### config.mk
export PLATFORM = sky130hd
export DESIGN_NAME = name_charset_classifier
export DESIGN_NICKNAME = d
export VERILOG_FILES = /design/src/design/ncc_pkg.sv /design/src/design/ncc_byte_decode.sv /design/src/design/ncc_track.sv /design/src/design/name_charset_classifier.sv
export SDC_FILE = /design/constraint.sdc
export NUM_CORES = 1
export LEC_CHECK = 0
export BUFFER_PORTS_ARGS = -buffer_cell sky130_fd_sc_hd__buf_2
export CAP_MARGIN = 20
export CORE_AREA = 2 2 50 52
export CTS_CLUSTER_DIAMETER = 50
export DETAILED_ROUTE_END_ITERATION = 6
export DIE_AREA = 0 0 52 54
export PLACE_DENSITY = 0.71
export SLEW_MARGIN = 20
export SYNTH_ARGS = -nofsm -noshare
export SYNTH_HDL_FRONTEND = slang
export SYNTH_SLANG_ARGS = --single-unit
### constraint.sdc
create_clock -name clock -period 2.35 [get_ports clock]
set_input_delay 0.1175 -clock clock [delete_from_list [all_inputs] [get_ports clock]]
set_output_delay 0.1175 -clock clock [all_outputs]
set_load 0.02 [all_outputs]
### src/design/ncc_pkg.sv
// Types and constants for the name charset classifier.
package ncc_pkg;

   // Byte values that bound or break the character sets.
   localparam logic [7:0] BYTE_SPACE = 8'h20;
   localparam logic [7:0] BYTE_TILDE = 8'h7E;
   localparam logic [7:0] BYTE_DEL   = 8'h7F;
   localparam logic [7:0] BYTE_NBSP  = 8'hA0;
   localparam logic [7:0] BYTE_C0    = 8'hC0;
   localparam logic [7:0] BYTE_C1    = 8'hC1;
   localparam logic [7:0] BYTE_F5    = 8'hF5;
   localparam logic [7:0] BYTE_81    = 8'h81;
   localparam logic [7:0] BYTE_8D    = 8'h8D;
   localparam logic [7:0] BYTE_8F    = 8'h8F;
   localparam logic [7:0] BYTE_90    = 8'h90;
   localparam logic [7:0] BYTE_9D    = 8'h9D;

   // Priority class of a complete name.
   typedef enum logic [1:0] {
      CLASS_ASCII  = 2'd0,
      CLASS_UTF8   = 2'd1,
      CLASS_LATIN1 = 2'd2,
      CLASS_OTHER  = 2'd3
   } name_class_type;

   // Per-byte verdicts from the decoder.
   typedef struct packed {
      logic       printable;   // 0x20..0x7E
      logic       latin1_ok;
      logic       cp1252_ok;
      logic       utf8_banned; // C0, C1, F5 and above
      logic       utf8_cont;   // 10xxxxxx
      logic [1:0] lead_len;    // continuation bytes a lead byte asks for
   } byte_class_type;

   // One result item, laid out as it sits in the low bits of the result data.
   typedef struct packed {
      name_class_type name_class;
      logic           cp1252_ok;
      logic           latin1_ok;
      logic           utf8_ok;
      logic           ascii_ok;
   } result_type;

endpackage

### src/design/ncc_byte_decode.sv
// Per-byte decoder: tests one byte against each character set.
module ncc_byte_decode import ncc_pkg::*; (
   input  logic [7:0]     name_byte,
   output byte_class_type byte_class
);

   // Set membership tests and the lead byte length, all in parallel.
   always_comb begin
      byte_class.printable   = (name_byte >= BYTE_SPACE) && (name_byte <= BYTE_TILDE);
      byte_class.latin1_ok   = (name_byte >= BYTE_SPACE) &&
                               !(name_byte inside {[BYTE_DEL:BYTE_NBSP]});
      byte_class.cp1252_ok   = (name_byte >= BYTE_SPACE) &&
                               !(name_byte inside {BYTE_DEL, BYTE_81, BYTE_8D,
                                                   BYTE_8F, BYTE_90, BYTE_9D});
      byte_class.utf8_banned = (name_byte inside {BYTE_C0, BYTE_C1}) ||
                               (name_byte >= BYTE_F5);
      byte_class.utf8_cont   = (name_byte[7:6] == 2'b10);
      // Lead byte length: 11110xxx, 1110xxxx and 110xxxxx.
      if (name_byte[7:3] == 5'b11110) begin
         byte_class.lead_len = 2'd3;
      end else if (name_byte[7:4] == 4'b1110) begin
         byte_class.lead_len = 2'd2;
      end else if (name_byte[7:5] == 3'b110) begin
         byte_class.lead_len = 2'd1;
      end else begin
         byte_class.lead_len = 2'd0;
      end
   end

endmodule

### src/design/ncc_track.sv
// Running verdicts for the name in progress and the result for its last byte.
module ncc_track import ncc_pkg::*; (
   input  logic           clock,
   input  logic           reset,
   input  logic           step_valid,
   input  logic           step_last,
   input  byte_class_type byte_class,
   output result_type     result
);

   logic       ascii_good_ff, ascii_good_in;
   logic       utf8_good_ff, utf8_good_in;
   logic       latin1_good_ff, latin1_good_in;
   logic       cp1252_good_ff, cp1252_good_in;
   logic [1:0] cont_left_ff, cont_left_in;
   logic       utf8_done;

   // Simple sets only ever drop to zero within a name.
   assign ascii_good_in  = ascii_good_ff & byte_class.printable;
   assign latin1_good_in = latin1_good_ff & byte_class.latin1_ok;
   assign cp1252_good_in = cp1252_good_ff & byte_class.cp1252_ok;

   // UTF-8 sequence check; a failure holds until the end of the name.
   always_comb begin
      utf8_good_in = utf8_good_ff;
      cont_left_in = cont_left_ff;
      if (utf8_good_ff) begin
         if (byte_class.utf8_banned) begin
            utf8_good_in = 1'b0;
            cont_left_in = 2'd0;
         end else if (cont_left_ff != 2'd0) begin
            if (byte_class.utf8_cont) begin
               cont_left_in = cont_left_ff - 2'd1;
            end else begin
               utf8_good_in = 1'b0;
               cont_left_in = 2'd0;
            end
         end else if (!byte_class.printable) begin
            if (byte_class.lead_len != 2'd0) begin
               cont_left_in = byte_class.lead_len;
            end else begin
               utf8_good_in = 1'b0;
            end
         end
      end
   end

   // The name is valid UTF-8 only if no continuation bytes are still owed.
   assign utf8_done = utf8_good_in && (cont_left_in == 2'd0);

   // Result fields with first-match priority for the class.
   always_comb begin
      result.ascii_ok  = ascii_good_in;
      result.utf8_ok   = utf8_done;
      result.latin1_ok = latin1_good_in;
      result.cp1252_ok = cp1252_good_in;
      if (ascii_good_in) begin
         result.name_class = CLASS_ASCII;
      end else if (utf8_done) begin
         result.name_class = CLASS_UTF8;
      end else if (latin1_good_in) begin
         result.name_class = CLASS_LATIN1;
      end else begin
         result.name_class = CLASS_OTHER;
      end
   end

   // State update; the last byte of a name starts the next one fresh.
   always_ff @(posedge clock) begin
      if (reset || (step_valid && step_last)) begin
         ascii_good_ff  <= 1'b1;
         utf8_good_ff   <= 1'b1;
         latin1_good_ff <= 1'b1;
         cp1252_good_ff <= 1'b1;
         cont_left_ff   <= 2'd0;
      end else if (step_valid) begin
         ascii_good_ff  <= ascii_good_in;
         utf8_good_ff   <= utf8_good_in;
         latin1_good_ff <= latin1_good_in;
         cp1252_good_ff <= cp1252_good_in;
         cont_left_ff   <= cont_left_in;
      end
   end

endmodule

### src/design/name_charset_classifier.sv
// A last byte passes the input register, then its result waits in the result register.
// Throughput: one byte per cycle; the input register drains whenever its
// byte is not a last byte or the result register is free or being taken.
// Reset (synchronous, active high) empties both registers and restarts the
// name in progress with every character set marked good.
// Top level of the name charset classifier.
module name_charset_classifier import ncc_pkg::*; (
   input  logic       clock,
   input  logic       reset,
   input  logic       req_tvalid,
   output logic       req_tready,
   input  logic [7:0] req_tdata,  // [7:0] name_byte
   input  logic       req_tlast,  // last_byte
   output logic       rsp_tvalid,
   input  logic       rsp_tready,
   output logic [7:0] rsp_tdata   // [0] ascii_ok, [1] utf8_ok, [2] latin1_ok,
                                  // [3] cp1252_ok, [5:4] name_class, [7:6] zero
);

   logic           in_valid_ff, in_valid_in;
   logic [7:0]     in_byte_ff;
   logic           in_last_ff;
   logic           out_valid_ff, out_valid_in;
   result_type     out_data_ff;
   logic           req_xfer;
   logic           drain;
   byte_class_type byte_class;
   result_type     result;

   // The held byte moves on unless it must wait for a full result register.
   assign drain      = in_valid_ff && (!in_last_ff || !out_valid_ff || rsp_tready);
   assign req_tready = !in_valid_ff || drain;
   assign req_xfer   = req_tvalid && req_tready;

   // Valid bits for the input and result registers.
   always_comb begin
      in_valid_in  = req_xfer ? 1'b1 : (drain ? 1'b0 : in_valid_ff);
      out_valid_in = (drain && in_last_ff) ? 1'b1 :
                     (rsp_tready ? 1'b0 : out_valid_ff);
   end

   always_ff @(posedge clock) begin
      if (reset) begin
         in_valid_ff  <= 1'b0;
         out_valid_ff <= 1'b0;
      end else begin
         in_valid_ff  <= in_valid_in;
         out_valid_ff <= out_valid_in;
      end
   end

   // Input register payload.
   always_ff @(posedge clock) begin
      if (req_xfer) begin
         in_byte_ff <= req_tdata;
         in_last_ff <= req_tlast;
      end
   end

   ncc_byte_decode u_decode (
      .name_byte  (in_byte_ff),
      .byte_class (byte_class)
   );

   ncc_track u_track (
      .clock      (clock),
      .reset      (reset),
      .step_valid (drain),
      .step_last  (in_last_ff),
      .byte_class (byte_class),
      .result     (result)
   );

   // Result register payload, loaded on a last byte.
   always_ff @(posedge clock) begin
      if (drain && in_last_ff) begin
         out_data_ff <= result;
      end
   end

   assign rsp_tvalid = out_valid_ff;
   assign rsp_tdata  = {2'b00, out_data_ff};

endmodule

==> out/results.tsv, run 1 <==
metric	value	unit
cts_tree	yes	
yosysMostFrequentCell	edfxtp_1	
sequentialPowerShare	62.7	%
synthSimpleGateAreaFrac	17.18	%
p_sw_share	24.58	%
rsz0062_at_grt	no	
clockRootBuffer	clkbuf_4	
cp_max_fo	10	
synth-compound-area-share	19.00	%
wl_per_cell	12.35	um
area.sequential	610.6	um2
area_growth	21.62	%
drv_slew	0	
antenna_cells	0	
port_buffers	20	
rr_worst_depth	6	
pwr-share-comb	14.1	%
yosysTopAreaCell	edfxtp_1	
cp_cell_sequence	and4_1 -> a211oi_2 -> a2bb2oi_1 -> nand4b_1 -> inv_1 -> nor2_1	
ant_nets	0	
grt_pass1_wl	3284	um
rows	18	
utilization	57.66	%
pin_count	23	
first_iter_violations	24	
via_per_inst	5.206	
ys_warn_count	0	
place_ws	0.4764	ns
drive_above_1_share	20.74	%
synth.area.top_cells	edfxtp_1, dfxtp_1, nand2_1	
finalHoldViolCount	0	
path_clk_slew	0.12	ns
firstDrtPassIters	4	
crit_required	2.43	ns
synthAdderAreaFrac	1.138	%
htree_levels	1	
die_area	2808	um2
vias	859	
power_density	560.3	nW/um2
maxCapViolCount	0	
status	completed	
numCtsBuffers	3	
synth_top_family_by_area	compound AO/OA/AOI/OAI gates	
arrival	2.01	ns
cts.repair.resized	0	
synth-edff-count	15	
netSwitchingPower	184.2	uW
postCtsSetupBuffers	0	
power.internal	565.2	uW
r2r_setup_slack	0.42	ns
grt_pass1_vias	791	
finalCritPeriodShare	82.27	%
largest_register_ffs	8	
core	2320	um2
synth_flop_cell	edfxtp_1	
critPathSlowestCell	edfxtp_1	
hold_start	req_tvalid	
hold_path_class	input pin to flip-flop	
clockBufferDepth	2	
cts_sinks	23	
start_util	47.41	%
crit-reg2reg-launch	in_byte_ff[5]	
largest-register	in_byte_ff	
nFillCells	202	
worst_slack	0.4166	ns
gp_congestion	0.8687	
synthTopCellsByCount	edfxtp_1, nand2_1, inv_1, a21oi_1, dfxtp_1	
critPathKind	flip-flop to flip-flop	
cp-start-kind	flip-flop	
cp-end-kind	flip-flop	
wirelength	2038	um
ys_seq_elements	23	
whs_endpoint	in_valid_ff	
ys_async_sr_fraction	0	%
p_total	749.4	uW
tns	0	ns
antenna_found_initial	0	
leakage	0.5240	nW
multi_input_area	427.9	um2
dp_hpwl	1514	um
skew	0.01055	ns
synth-xor-area-share	0	%
min_period	1.933	ns
fin_nets	150	
die_x	52	um
setup_violations	0	
die_h	54	um
avgSynthCellArea	10.58	um2
grt_overflow	0	
seq_area_frac_synth	55.52	%
synthMuxAreaShare	0.9101	%
pwr-share-clk	23.1	%
clkLatencyLatePin	0.30	ns
yosysTopAreaCellShare	40.96	%
slowest_delay	0.54	ns
grt_use_total	15.97	%
ir_drop	0.4218	mV
syn_inst	104	
hold_depth	3	
drc_errors	0	
grt_start_max_net_pins	14	
reg2reg_to	rsp_tdata[5]	
clock.fmax	0.5172	GHz
syn_area	1100	um2
yosysUniqueCellTypes	36	
==> metrics by stage <==
stage               hold slack, ns  area (um2)  instances
finish                     0.03681        1338        165
floorplan                   0.1866        1104        105
global route               0.04177        1338        165
global placement            0.2938        1210        151
detailed placement          0.2956        1210        151
CTS                        0.03294        1338        165
==> placed cells by master, fill, tap and decap left out, drive strengths merged, types with 2 or more instances in the layout <==
cell type / synthesis / layout
conb: 1 / 2
and3: 2 / 2
a31oi: 2 / 2
a21oi: 8 / 8
o22ai: 2 / 2
dlygate4sd3: 0 / 10
and2: 4 / 4
nand2b: 3 / 3
a211o: 3 / 3
nor2: 3 / 3
buf: 4 / 20
dfxtp: 8 / 8
nand4b: 2 / 2
clkbuf: 0 / 3
o221ai: 2 / 2
edfxtp: 15 / 15
inv: 9 / 9
o21ai: 6 / 6
nand2: 14 / 14
==> per-layer routing <==
metal	GRT usage [%]	up-vias	part of all wire (%)
li1	-	444	-
met1	19.22	385	45
met2	27.85	24	48
met3	3.333	6	4.7
met4	6.579	0	2.4
met5	0	-	0
==> worst max-delay path by stage <==
| stage | end | slack [ns] | start |
|---|---|---|---|
| 6_report | rsp_tdata[5] | 0.42 | in_byte_ff[5] |
| 5_1_grt | rsp_tdata[5] | 0.36 | in_byte_ff[5] |
| 3_5_place_dp | rsp_tdata[5] | 0.48 | in_byte_ff[4] |
| 3_3_place_gp | rsp_tdata[5] | 0.51 | in_byte_ff[3] |
| 4_1_cts | rsp_tdata[5] | 0.47 | in_byte_ff[5] |
| 2_1_floorplan | rsp_tdata[5] | 0.76 | in_byte_ff[3] |
==> layout make-up <==
type                            count  share of cell area [%]
Clock inverter                      1                  0.3742
Timing Repair Buffer               30                   14.97
Multi-Input combinational cell     69                   31.99
Sequential cell                    23                   45.65
Tap cell                           30                   2.806
Clock buffer                        3                   1.684
Inverter                            9                   2.526
==> cells by family (layout without fill, tap and decap cells) <==
family          after synthesis  count (layout)
compound gates               30              30
fa+ha+maj                     1               1
buf+inv                      13              43
flops                        23              23
mux                           1               1
other cells                   1               2
simple gates                 35              35
==> power groups by stage <==
stage	Sequential (mW)	Clock, mW	Combinational (mW)
3_3_place_gp	0.478	0	0.0893
5_1_grt	0.474	0.194	0.117
6_report	0.470	0.173	0.106
2_1_floorplan	0.479	0	0.0658
4_1_cts	0.470	0.181	0.105
3_5_place_dp	0.479	0	0.0926
==> critical path, delay by kind of cell, from the launching register on <==
kind	cells	cell delay (ns)
AOI/OAI and AO/OA	2	0.63
and+or+nand+nor	3	0.44
buffers and inverters	1	0.10
DFF	1	0.54
==> what timing repair did <==
action	in CTS	in global routing
endpoints found under the setup margin	0	0
hold buffers	10	0
endpoints found under the hold margin	11	0
No activity file was read; power rests on OpenSTA's default activity.
==> inputs of run 2 (changes only) <==
- clock period: 2.35 -> 1.93 ns (I/O delays scaled with it)
==> out/results.tsv, run 2 (synthesis results as in run 1) <==
metric	value	unit	change
status	completed		unchanged
grt_use_total	16.97	%	was 15.97%
netSwitchingPower	230.2	uW	was 184.2 uW
dp_hpwl	1525	um	was 1514 um
pin_count	23		unchanged
reg2reg_to	rsp_tdata[5]		unchanged
hold_start	req_tvalid		unchanged
die_area	2808	um2	unchanged
power.internal	701.9	uW	was 565.2 uW
clockBufferDepth	2		unchanged
stdcell_count	172		was 165
pwr-share-clk	23.2	%	was 23.1%
whs_endpoint	in_valid_ff		unchanged
cp_cell_sequence	and3_1 -> a211oi_2 -> a2bb2oi_2 -> nand4b_1 -> inv_1 -> nor2_1		was and4_1 -> a211oi_2 -> a2bb2oi_1 -> nand4b_1 -> inv_1 -> nor2_1
pwr-share-comb	15.8	%	was 14.1%
fin_area	1395	um2	was 1338 um2
area.sequential	610.6	um2	unchanged
die_x	52	um	unchanged
rows	18		unchanged
placed_cell_area	1210	um2	unchanged
wl_met1	938	um	was 910 um
numCtsBuffers	3		unchanged
setup_violations	0		unchanged
r2r_setup_slack	0.15	ns	was 0.42 ns
firstDrtPassIters	4		unchanged
vias	910		was 859
fin_nets	157		was 150
grt_start_max_net_pins	13		was 14
place_inst	151		unchanged
hold_depth	3		unchanged
finalCritPeriodShare	92.36	%	was 82.27%
port_buffers	20		unchanged
cts_sinks	23		unchanged
skew	0.004537	ns	was 0.01055 ns
hold_path_class	input pin to flip-flop		unchanged
first_iter_violations	25		was 24
critPathSlowestCell	edfxtp_1		unchanged
cp-end-kind	flip-flop		unchanged
grt_pass1_vias	820		was 791
layout_commonest_cell	buf_2		unchanged
utilization	60.14	%	was 57.66%
largest_register_ffs	8		unchanged
grt_pass1_wl	3470	um	was 3284 um
wirelength	2141	um	was 2038 um
cp-start-kind	flip-flop		unchanged
area_growth	26.85	%	was 21.62%
core	2320	um2	unchanged
nFillCells	197		was 202
antenna_cells	0		unchanged
finalHoldViolCount	0		unchanged
p_sw_share	24.70	%	was 24.58%
slowest_delay	0.49	ns	was 0.54 ns
cts_tree	yes		unchanged
min_period	1.783	ns	was 1.933 ns
arrival	1.86	ns	was 2.01 ns
ir_drop	0.4925	mV	was 0.4218 mV
sequentialPowerShare	61.0	%	was 62.7%
wl_per_cell	12.45	um	was 12.35 um
start_util	47.41	%	unchanged
clkLatencyLatePin	0.30	ns	about the same
die_h	54	um	unchanged
route.top_layer_used	met4		unchanged
maxCapViolCount	0		unchanged
antenna_found_initial	0		unchanged
power_density	668.1	nW/um2	was 560.3 nW/um2
met3_length	83	um	was 95 um
critPathTopFamily	compound AO/OA/AOI/OAI gates		unchanged
wl_met2	1068	um	was 982 um
gp_congestion	0.8689		was 0.8687
rr_worst_depth	6		unchanged
path_clk_slew	0.12	ns	about the same
via_per_inst	5.291		was 5.206
ant_nets	0		unchanged
leakage	0.5562	nW	was 0.5240 nW
grt_overflow	0		unchanged
drc_errors	0		unchanged
rsz0062_at_grt	no		unchanged
crit-reg2reg-launch	in_byte_ff[0]		was in_byte_ff[5]
htree_levels	1		unchanged
clock.fmax	0.5610	GHz	was 0.5172 GHz
drive_above_1_share	24.65	%	was 20.74%
layout_common_cells	buf_2, edfxtp_1, nand2_1, dlygate4sd3_1, inv_1		unchanged
tns	0	ns	unchanged
critPathKind	flip-flop to flip-flop		unchanged
largest-register	in_byte_ff		unchanged
drv_slew	0		unchanged
crit_required	2.01	ns	was 2.43 ns
clockRootBuffer	clkbuf_4		unchanged
multi_input_area	434.2	um2	was 427.9 um2
cp_max_fo	5		was 10
path_buf_inv	1		unchanged
[run 2: cell types whose count changed in the layout (fill, tap and decap cells not counted), sizes merged]
cell    delta
buf        +7
clkbuf     +1
clkinv     -1
[run 2: worst max-delay path by stage]
stage	to	slack, ns	cells after the start	from
after floorplan	rsp_tdata[5]	0.34	6	in_byte_ff[3]
after global placement	rsp_tdata[5]	0.09	6	in_byte_ff[3]
after detailed placement	rsp_tdata[5]	0.12	6	in_byte_ff[3]
after CTS	rsp_tdata[5]	0.1	6	in_byte_ff[3]
after global routing	rsp_tdata[5]	0.01	6	in_byte_ff[3]
final	rsp_tdata[5]	0.15	6	in_byte_ff[0]
[run 2: power groups by stage]
stage / sequential (mW) / clock [mW] / combinational, mW
floorplan: 0.584 / 0 / 0.0801
global placement: 0.583 / 0 / 0.109
detailed placement: 0.583 / 0 / 0.112
CTS: 0.572 / 0.220 / 0.128
global route: 0.573 / 0.241 / 0.163
finish: 0.568 / 0.217 / 0.147
[run 2: what timing repair did]
item	in CTS	in global routing
setup endpoints to repair	0	2
buffers inserted	0	7
hold endpoints to repair	11	0
resized for setup	0	1
hold buffers	10	0
[run 2: metrics by stage]
| step | worst slack (ns) | hold WS, ns | power [mW] |
|---|---|---|---|
| finish | 0.1474 | 0.01841 | 0.9321 |
| global route | 0.01480 | 0.02723 | 0.9763 |
| CTS | 0.09680 | 0.01871 | 0.9200 |
| detailed placement | 0.1152 | 0.2749 | 0.6953 |
| global placement | 0.08999 | 0.2728 | 0.6913 |
| floorplan | 0.3444 | 0.1656 | 0.6638 |
[run 2: area by class of cell]
class	instances	share of cell area (%)
tap	30	2.691
timing repair buffer	37	18.12
sequential	23	43.77
multi-input combinational	69	31.12
inverter	9	2.422
clock buffer	4	1.883
[run 2: per-layer routing]
layer  up-vias  global-route usage, %
met2        24                  27.64
met1       423                  21.45
met5         -                      0
met4         0                  8.772
li1        457                      -
met3         6                  3.333
[run 2: worst min-delay path: cells and delay by family]
| family | cells | cell delay [ns] |
|---|---|---|
| buffers and inverters | 2 | 0.14 |
| AO/OA/AOI/OAI | 1 | 0.05 |
==> inputs of run 3 (changes only) <==
- CORE_AREA: 2 2 50 52 -> 2 2 49 51
- DIE_AREA: 0 0 52 54 -> 0 0 51 53
- PLACE_DENSITY: 0.71 -> 0.73
==> out/results.tsv, run 3 (synthesis results as in run 1) <==
metric	value	unit	change
status	completed		unchanged
clkLatencyLatePin	0.31	ns	was 0.30 ns
via_per_inst	5.327		was 5.291
grt_pass1_vias	850		was 820
setup_violations	0		unchanged
place_ws	0.1144	ns	was 0.1152 ns
path_depth	6		unchanged
nFillCells	174		was 197
firstDrtPassIters	4		unchanged
crit-reg2reg-launch	in_byte_ff[6]		was in_byte_ff[0]
area.sequential	610.6	um2	unchanged
core	2148	um2	was 2320 um2
area_growth	24.69	%	was 26.85%
path_buf_inv	1		unchanged
reg2reg_to	rsp_tdata[5]		unchanged
largest_register_ffs	8		unchanged
gp_congestion	0.8017		was 0.8689
critPathSlowestCell	edfxtp_1		unchanged
rsz0062_at_grt	no		unchanged
rows	17		was 18
hold_depth	3		unchanged
cp-end-kind	flip-flop		unchanged
ir_drop	0.4623	mV	was 0.4925 mV
skew	0.005883	ns	was 0.004537 ns
whs_endpoint	in_valid_ff		unchanged
pin_count	23		unchanged
multi_input_area	427.9	um2	was 434.2 um2
rr_worst_depth	6		unchanged
utilization	63.83	%	was 60.14%
crit_required	2.00	ns	was 2.01 ns
r2r_setup_slack	0.10	ns	was 0.15 ns
grt_pass1_wl	3498	um	was 3470 um
dp_hpwl	1489	um	was 1525 um
path_clk_slew	0.12	ns	about the same
slowest_delay	0.52	ns	was 0.49 ns
min_period	1.826	ns	was 1.783 ns
port_buffers	20		unchanged
power_density	675.8	nW/um2	was 668.1 nW/um2
hold_start	req_tvalid		unchanged
fin_nets	155		was 157
finalHoldViolCount	0		unchanged
cp_max_fo	7		was 5
wl_per_cell	12.63	um	was 12.45 um
wirelength	2121	um	was 2141 um
cp_cell_sequence	and3_1 -> a211oi_2 -> a2bb2oi_1 -> nand4b_1 -> inv_1 -> nor2_1		was and3_1 -> a211oi_2 -> a2bb2oi_2 -> nand4b_1 -> inv_1 -> nor2_1
grt_use_total	17.74	%	was 16.97%
hold_path_class	input pin to flip-flop		unchanged
clockRootBuffer	clkbuf_4		unchanged
antenna_cells	0		unchanged
vias	895		was 910
start_util	51.19	%	was 47.41%
grt_util_met1	20.22	%	was 21.45%
layout_common_cells	buf_2, edfxtp_1, nand2_1, dlygate4sd3_1, inv_1		unchanged
layout_commonest_cell	buf_2		unchanged
cp-start-kind	flip-flop		unchanged
use_met3	3.390	%	was 3.333%
drc_errors	0		unchanged
worst_slack	0.1042	ns	was 0.1474 ns
cts_tree	yes		unchanged
finalCritPeriodShare	94.60	%	was 92.36%
die_h	53	um	was 54 um
numCtsBuffers	3		unchanged
largest-register	in_byte_ff		unchanged
htree_levels	1		unchanged
arrival	1.90	ns	was 1.86 ns
clockBufferDepth	2		unchanged
antenna_found_initial	0		unchanged
die_area	2703	um2	was 2808 um2
die_x	51	um	was 52 um
drive_above_1_share	22.86	%	was 24.65%
ant_nets	0		unchanged
drv_slew	0		unchanged
cts_sinks	23		unchanged
critPathTopFamily	compound AO/OA/AOI/OAI gates		unchanged
grt_start_max_net_pins	13		unchanged
first_iter_violations	13		was 25
use_met2	32.25	%	was 27.64%
maxCapViolCount	0		unchanged
tns	0	ns	unchanged
critPathKind	flip-flop to flip-flop		unchanged
grt_overflow	0		unchanged
leakage	0.5453	nW	was 0.5562 nW
grt.busiest_layer	met2		unchanged
clock.fmax	0.5477	GHz	was 0.5610 GHz
## run 3: cell count changes in the layout (fill, tap and decap cells not counted)
| cell | change |
|---|---|
| buf_4 | -2 |
| a2bb2oi_2 | -1 |
| a2bb2oi_1 | +1 |
## run 3: through the flow
step | cell area (um2) | hold WS [ns] | instances | power [mW]
2_1_floorplan | 1104 | 0.1656 | 105 | 0.6638
3_5_place_dp | 1207 | 0.2746 | 149 | 0.6960
3_3_place_gp | 1207 | 0.2727 | 149 | 0.6916
5_1_grt | 1371 | 0.04110 | 168 | 0.9666
4_1_cts | 1334 | 0.02942 | 163 | 0.9194
6_report | 1371 | 0.02842 | 168 | 0.9268
## run 3: report_power, final
| part | total (mW) | internal, mW | switching [mW] | leakage [nW] |
|---|---|---|---|---|
| combinational | 0.138 | 0.0662 | 0.0721 | 0.322 |
| sequential | 0.571 | 0.551 | 0.0194 | 0.208 |
| clock | 0.218 | 0.0806 | 0.137 | 0.0150 |
| total | 0.927 | 0.698 | 0.229 | 0.545 |
## run 3: how the worst max path moves through the flow
stage / start / endpoint / slack [ns]
detailed placement: in_byte_ff[5] / rsp_tdata[5] / 0.11
floorplan: in_byte_ff[3] / rsp_tdata[5] / 0.34
global route: in_byte_ff[6] / rsp_tdata[5] / 0.0002
global placement: in_byte_ff[5] / rsp_tdata[5] / 0.13
CTS: in_byte_ff[5] / rsp_tdata[5] / 0.09
finish: in_byte_ff[6] / rsp_tdata[5] / 0.10
## run 3: final cells by class
cell class	count	share of cell area, %
flip-flops and latches	23	44.53
multi-input cells	69	31.20
repair buffers	35	17.34
well taps	28	2.555
inverters	9	2.463
clock buffers	4	1.916
## run 3: routing by layer
layer	up-vias	wire length, um
met4	0	41
met5	-	0
li1	457	-
met2	28	1046
met1	404	955
met3	6	77
## run 3: what timing repair did
action                                  CTS  global route
endpoints found under the hold margin    11             0
buffers inserted                          0             5
hold buffers                             10             0
gates resized for setup                   0             0
endpoints found under the setup margin    0             1
## run 3: worst min-delay path: stages
cell and delay (ns):
buf_2 0.10, inv_1 0.04, a21oi_1 0.06
